$ cat src/sv/sict_pkg.sv
// ----------------------------------------------------------------------------
// sict_pkg
// Shared types and constants for the SYN intercept connection table.
// ----------------------------------------------------------------------------
package sict_pkg;

  // table geometry default
  localparam int unsigned TableDepthDef = 16;

  // configuration register reset values
  localparam logic [31:0] InitSeqRst = 32'd100;
  localparam logic [15:0] AdvWinRst  = 16'd155;

  // configuration port
  localparam int unsigned CfgIdxW  = 1;
  localparam int unsigned CfgDataW = 32;
  localparam logic [CfgIdxW-1:0] CfgInitSeq = 1'b0;
  localparam logic [CfgIdxW-1:0] CfgAdvWin  = 1'b1;

  // stream payload widths
  localparam int unsigned InTdataW  = 136;
  localparam int unsigned InTuserW  = 2;
  localparam int unsigned OutTdataW = 88;
  localparam int unsigned OutTuserW = 3;

  // result action codes
  typedef enum logic [2:0] {
    ACT_FORWARD = 3'd0,
    ACT_DROP    = 3'd1,
    ACT_NEW     = 3'd2,
    ACT_RESEND  = 3'd3,
    ACT_FULL    = 3'd4
  } action_e;

  // control states of the top level
  typedef enum logic [1:0] {
    ST_IDLE,
    ST_SEARCH,
    ST_FINISH
  } state_e;

  // lookup word traveling down the cell row
  typedef struct packed {
    logic        valid;
    logic [63:0] key;
    logic [31:0] ports;
  } query_t;

  // match summary carried along with the lookup word
  typedef struct packed {
    logic        hit;
    logic        free;
    logic [31:0] hit_seq;
  } acc_t;

  // table write request, slot index travels beside it
  typedef struct packed {
    logic        en;
    logic [63:0] key;
    logic [31:0] ports;
    logic [31:0] seq;
  } wr_t;

  // one result word
  typedef struct packed {
    action_e     action;
    logic        fwd;
    logic        synack;
    logic [31:0] seq;
    logic [31:0] ack;
    logic [15:0] win;
    logic [3:0]  idx;
  } result_t;

endpackage

$ cat src/sv/sict_cell.sv
// ----------------------------------------------------------------------------
// sict_cell
// One table slot: holds a connection entry, compares the passing lookup word
// against it and hands the word and match summary on to the next slot.
// ----------------------------------------------------------------------------
module sict_cell #(
  parameter int unsigned IdxW    = 4,
  parameter int unsigned CellIdx = 0
) (
  input  logic                clk_i,
  input  logic                rst_ni,
  input  sict_pkg::query_t    qry_i,
  input  sict_pkg::acc_t      acc_i,
  input  logic [IdxW-1:0]     hit_idx_i,
  input  logic [IdxW-1:0]     free_idx_i,
  input  sict_pkg::wr_t       wr_i,
  input  logic [IdxW-1:0]     wr_idx_i,
  output sict_pkg::query_t    qry_o,
  output sict_pkg::acc_t      acc_o,
  output logic [IdxW-1:0]     hit_idx_o,
  output logic [IdxW-1:0]     free_idx_o
);

  localparam logic [IdxW-1:0] MyIdx = IdxW'(CellIdx);

  logic             valid_q;
  logic [63:0]      key_q;
  logic [31:0]      ports_q;
  logic [31:0]      seq_q;
  logic             wr_sel;
  logic             match;

  logic             qvld_q;
  logic [63:0]      qkey_q;
  logic [31:0]      qports_q;
  sict_pkg::acc_t   acc_d, acc_q;
  logic [IdxW-1:0]  hit_idx_d, hit_idx_q;
  logic [IdxW-1:0]  free_idx_d, free_idx_q;

  assign wr_sel = wr_i.en && (wr_idx_i == MyIdx);

  // entry storage
  always_ff @(posedge clk_i or negedge rst_ni) begin
    if (!rst_ni) begin
      valid_q <= 1'b0;
    end else if (wr_sel) begin
      valid_q <= 1'b1;
    end
  end

  always_ff @(posedge clk_i) begin
    if (wr_sel) begin
      key_q   <= wr_i.key;
      ports_q <= wr_i.ports;
      seq_q   <= wr_i.seq;
    end
  end

  // compare and fold into the running summary
  assign match = valid_q && (key_q == qry_i.key) && (ports_q == qry_i.ports);

  always_comb begin
    acc_d      = acc_i;
    hit_idx_d  = hit_idx_i;
    free_idx_d = free_idx_i;
    if (!acc_i.hit && match) begin
      acc_d.hit     = 1'b1;
      acc_d.hit_seq = seq_q;
      hit_idx_d     = MyIdx;
    end
    if (!acc_i.free && !valid_q) begin
      acc_d.free = 1'b1;
      free_idx_d = MyIdx;
    end
  end

  // hand-off register toward the next slot
  always_ff @(posedge clk_i or negedge rst_ni) begin
    if (!rst_ni) begin
      qvld_q <= 1'b0;
    end else begin
      qvld_q <= qry_i.valid;
    end
  end

  always_ff @(posedge clk_i) begin
    qkey_q     <= qry_i.key;
    qports_q   <= qry_i.ports;
    acc_q      <= acc_d;
    hit_idx_q  <= hit_idx_d;
    free_idx_q <= free_idx_d;
  end

  assign qry_o.valid = qvld_q;
  assign qry_o.key   = qkey_q;
  assign qry_o.ports = qports_q;
  assign acc_o       = acc_q;
  assign hit_idx_o   = hit_idx_q;
  assign free_idx_o  = free_idx_q;

endmodule

$ cat src/sv/sict_chain.sv
// ----------------------------------------------------------------------------
// sict_chain
// Row of table slots; a lookup word enters slot 0, passes each slot's hand-off
// register in turn and leaves the last slot carrying the first match and first free slot.
// ----------------------------------------------------------------------------
module sict_chain #(
  parameter int unsigned TableDepth = sict_pkg::TableDepthDef,
  parameter int unsigned IdxW       = $clog2(TableDepth)
) (
  input  logic                clk_i,
  input  logic                rst_ni,
  input  sict_pkg::query_t    qry_i,
  input  sict_pkg::wr_t       wr_i,
  input  logic [IdxW-1:0]     wr_idx_i,
  output sict_pkg::query_t    qry_o,
  output sict_pkg::acc_t      acc_o,
  output logic [IdxW-1:0]     hit_idx_o,
  output logic [IdxW-1:0]     free_idx_o
);

  sict_pkg::query_t qry_w      [TableDepth+1];
  sict_pkg::acc_t   acc_w      [TableDepth+1];
  logic [IdxW-1:0]  hit_idx_w  [TableDepth+1];
  logic [IdxW-1:0]  free_idx_w [TableDepth+1];

  // row entry: empty summary
  assign qry_w[0]      = qry_i;
  assign acc_w[0]      = '0;
  assign hit_idx_w[0]  = '0;
  assign free_idx_w[0] = '0;

  for (genvar g = 0; g < TableDepth; g++) begin : g_cell
    sict_cell #(
      .IdxW    (IdxW),
      .CellIdx (g)
    ) u_cell (
      .clk_i      (clk_i),
      .rst_ni     (rst_ni),
      .qry_i      (qry_w[g]),
      .acc_i      (acc_w[g]),
      .hit_idx_i  (hit_idx_w[g]),
      .free_idx_i (free_idx_w[g]),
      .wr_i       (wr_i),
      .wr_idx_i   (wr_idx_i),
      .qry_o      (qry_w[g+1]),
      .acc_o      (acc_w[g+1]),
      .hit_idx_o  (hit_idx_w[g+1]),
      .free_idx_o (free_idx_w[g+1])
    );
  end

  assign qry_o      = qry_w[TableDepth];
  assign acc_o      = acc_w[TableDepth];
  assign hit_idx_o  = hit_idx_w[TableDepth];
  assign free_idx_o = free_idx_w[TableDepth];

endmodule

$ cat src/sv/syn_intercept_connection_table.sv
// ----------------------------------------------------------------------------
// syn_intercept_connection_table
// Intercepts LAN SYNs, keeps a table of connections and builds SYN-ACK fields.
// ----------------------------------------------------------------------------
// One header summary word comes in on the s_axis channel; exactly one result
// word goes out on m_axis. Registers (initial sequence, advertised window)
// are written through cfg_we_i / cfg_idx_i / cfg_data_i; the user must write
// them only while the block idles, which the block itself does not enforce.
// A LAN SYN without ACK runs down the row of table slots, one slot per cycle;
// its result goes to the pending result register as it leaves the last slot
// and then on to the output register. The next word is taken only after that,
// so lookups do not overlap. Non-TCP and dropped words skip the row.
// A new word is accepted while the previous result still sits in the output
// register; if the receiver stalls, a finished result waits in the block and
// the input stays blocked until the output register frees.
// Reset empties the table at once (per-slot valid flags), restores register
// defaults and drops any word in flight.
// ----------------------------------------------------------------------------
module syn_intercept_connection_table #(
  parameter int unsigned TABLE_DEPTH = sict_pkg::TableDepthDef
) (
  input  logic                            clk_i,
  input  logic                            rst_ni,
  // configuration writes
  input  logic                            cfg_we_i,
  input  logic [sict_pkg::CfgIdxW-1:0]    cfg_idx_i,
  input  logic [sict_pkg::CfgDataW-1:0]   cfg_data_i,
  // header words in
  input  logic                            s_axis_tvalid,
  output logic                            s_axis_tready,
  // source_address, dest_address, source_port, dest_port, sequence_req,
  // syn_flag, ack_flag, zero fill
  input  logic [sict_pkg::InTdataW-1:0]   s_axis_tdata,
  // is_tcp, from_lan
  input  logic [sict_pkg::InTuserW-1:0]   s_axis_tuser,
  // result words out
  output logic                            m_axis_tvalid,
  input  logic                            m_axis_tready,
  // forward_packet, send_synack, synack_sequence, synack_acknowledge,
  // synack_window, entry_index, zero fill
  output logic [sict_pkg::OutTdataW-1:0]  m_axis_tdata,
  // action
  output logic [sict_pkg::OutTuserW-1:0]  m_axis_tuser
);

  localparam int unsigned IdxW = $clog2(TABLE_DEPTH);

  sict_pkg::state_e  state_q, state_d;
  logic [31:0]       init_seq_q;
  logic [15:0]       adv_win_q;

  logic              qvld_q;
  logic [63:0]       qkey_q;
  logic [31:0]       qports_q;
  logic [31:0]       qseq_q;

  sict_pkg::query_t  chain_in, chain_out;
  sict_pkg::acc_t    chain_acc;
  logic [IdxW-1:0]   hit_idx, free_idx;
  sict_pkg::wr_t     tbl_wr;
  logic [IdxW+3:0]   hit_idx_ext, free_idx_ext;

  sict_pkg::result_t res_q, res_d;
  logic              res_load;
  sict_pkg::result_t out_q;
  logic              out_vld_q;
  logic              out_load;

  logic              in_acc;
  logic              in_tcp, in_lan, in_syn, in_ack;
  logic              in_search;

  // input word fields
  assign in_acc    = s_axis_tvalid && s_axis_tready;
  assign in_tcp    = s_axis_tuser[0];
  assign in_lan    = s_axis_tuser[1];
  assign in_syn    = s_axis_tdata[128];
  assign in_ack    = s_axis_tdata[129];
  assign in_search = in_tcp && in_lan && in_syn && !in_ack;

  // configuration registers
  always_ff @(posedge clk_i or negedge rst_ni) begin
    if (!rst_ni) begin
      init_seq_q <= sict_pkg::InitSeqRst;
      adv_win_q  <= sict_pkg::AdvWinRst;
    end else if (cfg_we_i) begin
      unique case (cfg_idx_i)
        sict_pkg::CfgInitSeq: init_seq_q <= cfg_data_i;
        sict_pkg::CfgAdvWin:  adv_win_q  <= cfg_data_i[15:0];
        default: ;
      endcase
    end
  end

  // lookup word register, valid for one cycle per search
  always_ff @(posedge clk_i or negedge rst_ni) begin
    if (!rst_ni) begin
      qvld_q <= 1'b0;
    end else begin
      qvld_q <= in_acc && in_search;
    end
  end

  always_ff @(posedge clk_i) begin
    if (in_acc) begin
      qkey_q   <= {s_axis_tdata[31:0], s_axis_tdata[63:32]};
      qports_q <= {s_axis_tdata[95:80], s_axis_tdata[79:64]};
      qseq_q   <= s_axis_tdata[127:96];
    end
  end

  assign chain_in.valid = qvld_q;
  assign chain_in.key   = qkey_q;
  assign chain_in.ports = qports_q;

  sict_chain #(
    .TableDepth (TABLE_DEPTH),
    .IdxW       (IdxW)
  ) u_chain (
    .clk_i      (clk_i),
    .rst_ni     (rst_ni),
    .qry_i      (chain_in),
    .wr_i       (tbl_wr),
    .wr_idx_i   (free_idx),
    .qry_o      (chain_out),
    .acc_o      (chain_acc),
    .hit_idx_o  (hit_idx),
    .free_idx_o (free_idx)
  );

  assign hit_idx_ext  = {4'b0000, hit_idx};
  assign free_idx_ext = {4'b0000, free_idx};

  // control: classify, resolve the lookup, hand result to output register
  always_comb begin
    state_d       = state_q;
    res_d         = res_q;
    res_load      = 1'b0;
    out_load      = 1'b0;
    s_axis_tready = 1'b0;
    tbl_wr.en     = 1'b0;
    tbl_wr.key    = qkey_q;
    tbl_wr.ports  = qports_q;
    tbl_wr.seq    = qseq_q;
    unique case (state_q)
      sict_pkg::ST_IDLE: begin
        s_axis_tready = 1'b1;
        if (in_acc) begin
          res_d        = '0;
          res_d.action = sict_pkg::ACT_DROP;
          if (!in_tcp) begin
            res_d.action = sict_pkg::ACT_FORWARD;
            res_d.fwd    = 1'b1;
          end
          res_load = !in_search;
          state_d  = in_search ? sict_pkg::ST_SEARCH : sict_pkg::ST_FINISH;
        end
      end
      sict_pkg::ST_SEARCH: begin
        if (chain_out.valid) begin
          res_d    = '0;
          res_load = 1'b1;
          state_d  = sict_pkg::ST_FINISH;
          priority if (chain_acc.hit) begin
            res_d.action = sict_pkg::ACT_RESEND;
            res_d.synack = 1'b1;
            res_d.seq    = init_seq_q;
            res_d.ack    = chain_acc.hit_seq + 32'd1;
            res_d.win    = adv_win_q;
            res_d.idx    = hit_idx_ext[3:0];
          end else if (!chain_acc.free) begin
            res_d.action = sict_pkg::ACT_FULL;
            res_d.fwd    = 1'b1;
          end else begin
            res_d.action = sict_pkg::ACT_NEW;
            res_d.fwd    = 1'b1;
            res_d.synack = 1'b1;
            res_d.seq    = init_seq_q;
            res_d.ack    = qseq_q + 32'd1;
            res_d.win    = adv_win_q;
            res_d.idx    = free_idx_ext[3:0];
            tbl_wr.en    = 1'b1;
          end
        end
      end
      sict_pkg::ST_FINISH: begin
        if (!out_vld_q || m_axis_tready) begin
          out_load = 1'b1;
          state_d  = sict_pkg::ST_IDLE;
        end
      end
      default: state_d = sict_pkg::ST_IDLE;
    endcase
  end

  always_ff @(posedge clk_i or negedge rst_ni) begin
    if (!rst_ni) begin
      state_q <= sict_pkg::ST_IDLE;
    end else begin
      state_q <= state_d;
    end
  end

  // pending result
  always_ff @(posedge clk_i) begin
    if (res_load) begin
      res_q <= res_d;
    end
  end

  // output register
  always_ff @(posedge clk_i or negedge rst_ni) begin
    if (!rst_ni) begin
      out_vld_q <= 1'b0;
    end else if (out_load) begin
      out_vld_q <= 1'b1;
    end else if (m_axis_tready) begin
      out_vld_q <= 1'b0;
    end
  end

  always_ff @(posedge clk_i) begin
    if (out_load) begin
      out_q <= res_q;
    end
  end

  assign m_axis_tvalid = out_vld_q;
  assign m_axis_tuser  = out_q.action;
  assign m_axis_tdata  = {2'b00, out_q.idx, out_q.win, out_q.ack, out_q.seq,
                          out_q.synack, out_q.fwd};

`ifndef NO_ASSERTIONS
  // a lookup only completes while the controller waits for it
  a_chain_done_in_search: assert property (@(posedge clk_i) disable iff (!rst_ni)
    chain_out.valid |-> state_q == sict_pkg::ST_SEARCH)
    else $error("lookup completed outside search state");

  // no slot is filled for a connection already in the table
  a_no_dup_insert: assert property (@(posedge clk_i) disable iff (!rst_ni)
    tbl_wr.en |-> (!chain_acc.hit && chain_acc.free))
    else $error("table write despite hit or full table");

  // output register is never overwritten while its word waits
  a_no_out_overwrite: assert property (@(posedge clk_i) disable iff (!rst_ni)
    out_load |-> (!out_vld_q || m_axis_tready))
    else $error("output word overwritten");

  // synack fields only for new or resent connections
  a_synack_action: assert property (@(posedge clk_i) disable iff (!rst_ni)
    (out_vld_q && out_q.synack) |->
      (out_q.action == sict_pkg::ACT_NEW || out_q.action == sict_pkg::ACT_RESEND))
    else $error("synack flagged on wrong action");

  // an accepted search word enters the slot row on the next cycle
  a_search_injected: assert property (@(posedge clk_i) disable iff (!rst_ni)
    (in_acc && in_search) |=> qvld_q && state_q == sict_pkg::ST_SEARCH)
    else $error("search word not injected");
`endif

endmodule
$ cat config.mk
export PLATFORM = sky130hd
export DESIGN_NAME = syn_intercept_connection_table
export DESIGN_NICKNAME = d
export VERILOG_FILES = /design/src/sv/sict_pkg.sv /design/src/sv/sict_cell.sv /design/src/sv/sict_chain.sv /design/src/sv/syn_intercept_connection_table.sv
export SDC_FILE = /design/constraint.sdc
export NUM_CORES = 2
export LEC_CHECK = 0
export BUFFER_PORTS_ARGS = -buffer_cell sky130_fd_sc_hd__buf_4
export CAP_MARGIN = 20
export CORE_AREA = 2 2 540 542
export CTS_BUF_LIST = sky130_fd_sc_hd__clkbuf_4
export DETAILED_ROUTE_END_ITERATION = 10
export DIE_AREA = 0 0 542 544
export PLACE_DENSITY = 0.65
export SYNTH_ARGS = -nofsm -noshare
export SYNTH_HDL_FRONTEND = slang
export SYNTH_SLANG_ARGS = --single-unit
$ cat constraint.sdc
create_clock -name clk_i -period 13.2 [get_ports clk_i]
set_clock_uncertainty 0.15 [all_clocks]
set_input_delay 1.98 -clock clk_i [delete_from_list [all_inputs] [get_ports clk_i]]
set_output_delay 1.98 -clock clk_i [all_outputs]
set_load 0.05 [all_outputs]
==> flow_metrics.env <==
export IMPL_status="finished, final reports clean"
export IMPL_clock_root_buffer="clkbuf_4"
export IMPL_place_port_buffers=260
export IMPL_syn_cell_area_um2=144000
export IMPL_nets=10200
export IMPL_synth_cells=8429
export IMPL_cap_violations=0
export IMPL_multi_input_area_um2=27600
export IMPL_dp_hpwl_um=306000
export IMPL_ys_async_sr_fraction=0.0186
export IMPL_fp_dieArea_um2=295000
export IMPL_area_growth_pct=16.1
export IMPL_ff2ff_path_depth=6
export IMPL_hold_violations=0
export IMPL_cp_common_cell="buf_4"
export IMPL_top_layer_used="met5"
export IMPL_final_antenna_net_count=0
export IMPL_leakage_nw=63.4
export IMPL_grt_max_degree=129
export IMPL_r2r_slack_ns=8.44
export IMPL_cpPeakStageDelay_ns=0.98
export IMPL_clock_latency_ns=1.67
export IMPL_synth_top_flop_cell="edfxtp_1"
export IMPL_vias_per_cell=5.49
export IMPL_totalPowerFinal_mw=26.8
export IMPL_cp_required_ns=14.19
export IMPL_num_io_pins=269
export IMPL_synth_avg_cell_area_um2=17.1
export IMPL_regArea_um2=114000
export IMPL_rsz0062_at_grt="false"
export IMPL_die_w_um=542
export IMPL_critPathCaptureType="register"
export IMPL_dr_total_vias=80900
export IMPL_coreArea_um2=289000
export IMPL_regToRegEndpoint="u_chain.g_cell[11].u_cell.ports_q[6]"
export IMPL_layout_common_cells="edfxtp_1, dfxtp_1, clkbuf_4, xor2_1, xnor2_1"
export IMPL_die_y_um=544
export IMPL_cp_cell_sequence="nor4bb_1 > buf_4 > nand4_1 > nor2_4 > buf_4 > buf_4"
export IMPL_cts_tree="done"
export IMPL_grt_overflow=0
export IMPL_yosysWarnings=0
export IMPL_path_class="register to register"
export IMPL_routabilityCongestion=0.949
export IMPL_min_from="u_chain.g_cell[6].u_cell.qkey_q[2]"
export IMPL_setup_violations=0
export IMPL_grt_pass1_vias=79600
export IMPL_grt_pass1_wl_um=622000
export IMPL_clockBufferDepth=5
export IMPL_grt_use_total=0.314
export IMPL_cts_resized=0
export IMPL_final_common_cell="edfxtp_1"
export IMPL_wl_met3_um=46000
export IMPL_dpl_cell_area_um2=152000
export IMPL_comb_power_share=0.003
export IMPL_period_needed_ns=4.76
export IMPL_tns_ns=0
export IMPL_p_per_area_nw_per_um2=161
export IMPL_drv_slew=0
export IMPL_first_iter_violations=10500
export IMPL_yosysUniqueCellTypes=61
export IMPL_internal_power_mw=21.4
export IMPL_synth_edff_count=2352
export IMPL_start_kind="register"
export IMPL_dr_pass1_iters=6
export IMPL_wl_per_cell_um=31.5
export IMPL_clkTransAtPathRegs_ns=0.07
export IMPL_cts_max_level=7
export IMPL_cts_sinks=4518
export IMPL_relSlewSlack=0.126
export IMPL_rr_startpoint="u_chain.g_cell[15].u_cell.acc_o[33]"
export IMPL_fillers=22800
export IMPL_cp_max_fo=78
export IMPL_min_to="u_chain.g_cell[7].u_cell.qkey_q[2]"
export IMPL_switching_power_mw=5.49
export IMPL_hold_class="register to register"
export IMPL_ir_drop_uv=113
export IMPL_finalWirelength_um=464000
export IMPL_cts_buffers=1195
export IMPL_timing_hold_ws_ns=0.104
export IMPL_drive_gt1_frac=0.264
export IMPL_fin_area_um2=167000
export IMPL_drc=0
export IMPL_worst_pin_slew_ns=1.31
export IMPL_rows=198
export IMPL_clock_power_share=0.450
export IMPL_postCtsHoldBufs=1
export IMPL_start_util=0.497
export IMPL_pwr_share_seq=0.546
export IMPL_met1_length_um=181000
export IMPL_hold_depth=0
export IMPL_synth_seq_cells=4518
export IMPL_wl_met2_um=215000
export IMPL_fmax_mhz=210
export IMPL_grt_antenna_before_repair=94
export IMPL_min_period_over_period=0.360
export IMPL_post_cts_setup_buffers=0
export IMPL_slowest_stage="nor2_4"
export IMPL_sw_frac_of_total=0.204
export IMPL_arrival_ns=5.75
export IMPL_synth_seq_area_share=0.795
critical path, delay by kind of cell (launching register included):
kind          cells  cell delay, ns
buf+inv           3            1.66
flops             1            0.52
simple gates      3            1.90
power by group through the flow:
stage,logic (mW),registers (mW),clock network [mW]
after CTS,0.0916,14.7,12.3
after global placement,0.0873,15.0,0
after detailed placement,0.0908,15.0,0
after floorplan,0.0388,15.0,0
final,0.0897,14.7,12.1
after global routing,0.0984,14.7,13.0
state kept, by name (all words and copies together) (netlist names):
name                              flops
u_chain.g_cell.u_cell.valid_q        16
qports_q                             32
u_chain.g_cell.u_cell.hit_idx_o      49
res_q                                88
state_q                               2
qvld_q                                1
u_chain.g_cell.u_cell.qkey_q        960
m_axis_tvalid                         1
m_axis_tuser                          3
qkey_q                               64
u_chain.g_cell.u_cell.qvld_q         16
u_chain.g_cell.u_cell.free_idx_o     49
adv_win_q                            16
m_axis_tdata                         85
u_chain.g_cell.u_cell.key_q        1024
qseq_q                               32
init_seq_q                           32
u_chain.g_cell.u_cell.ports_q       512
u_chain.g_cell.u_cell.seq_q         512
u_chain.g_cell.u_cell.acc_o         544
u_chain.g_cell.u_cell.qports_q      480
worst max-delay path by stage:
| stage | startpoint | end | slack [ns] | depth (start not counted) |
|---|---|---|---|---|
| after floorplan | u_chain.g_cell[15].u_cell.acc_o[33] | u_chain.g_cell[0].u_cell.valid_q | 2.02 | 7 |
| after global placement | s_axis_tvalid | res_q[69] | 8.57 | 5 |
| after detailed placement | s_axis_tvalid | res_q[52] | 8.47 | 5 |
| after CTS | u_chain.g_cell[15].u_cell.acc_o[33] | u_chain.g_cell[11].u_cell.ports_q[6] | 8.39 | 6 |
| after global routing | u_chain.g_cell[15].u_cell.acc_o[33] | u_chain.g_cell[11].u_cell.key_q[56] | 8.20 | 6 |
| final | u_chain.g_cell[15].u_cell.acc_o[33] | u_chain.g_cell[11].u_cell.ports_q[6] | 8.44 | 6 |
through the flow:
stage | util | worst slack, ns | cells
finish | 0.578 | 8.44 | 14700
global route | 0.577 | 8.20 | 14700
CTS | 0.577 | 8.39 | 14700
detailed placement | 0.524 | 8.47 | 12600
global placement | 0.524 | 8.57 | 12600
floorplan | - | 2.02 | 8430
routing by layer:
layer  GRT usage  vias to the layer above
met3      0.0699                      945
met2       0.489                     4727
met5           0                        -
met4       0.171                        4
li1            -                    34400
met1       0.411                    40800
cells by family (layout without fill, tap and decap cells):
| logic type | count (synthesis) | in the layout | share of synthesized area |
|---|---|---|---|
| buffers and inverters | 503 | 2955 | 0.0145 |
| xor gates and xnor gates | 997 | 997 | 0.0607 |
| muxes | 528 | 528 | 0.0440 |
| other | 1 | 58 | 0.0000261 |
| adders and majority gates | 2 | 2 | 0.000174 |
| AOI/OAI and AO/OA | 483 | 483 | 0.0271 |
| DFF | 4518 | 4518 | 0.795 |
| and+or+nand+nor | 1397 | 1397 | 0.0585 |
synthesized netlist by cell type, types with 40 or more instances:
cell type  number  share of area
mux2_1        100         0.0078
nor4_1        191         0.0083
dfxtp_1      2082           0.29
dfrtp_1        76          0.013
xor2_1        527          0.032
nand2_1        59         0.0015
mux2_4        103          0.011
nand3_1        40         0.0014
mux2_2        325          0.025
o22ai_1       137         0.0060
nand2b_1      269          0.012
a2111oi_0      82         0.0050
edfxtp_1     2352           0.49
xnor2_1       470          0.029
nor2_1         79         0.0021
o2111ai_1      64         0.0039
and2_1         98         0.0043
inv_1         423          0.011
nor2b_1       346          0.015
nand4_1       173         0.0075
area by class of cell:
cell class | instances | area share
Sequential cell | 4518 | 0.685
Tap cell | 3800 | 0.0285
Antenna cell | 56 | 0.000839
Clock buffer | 1856 | 0.0834
Multi-Input combinational cell | 3409 | 0.165
Inverter | 423 | 0.00953
Clock inverter | 226 | 0.00752
Timing Repair Buffer | 450 | 0.0204
Note: power is estimated with default switching activity, not from simulation.
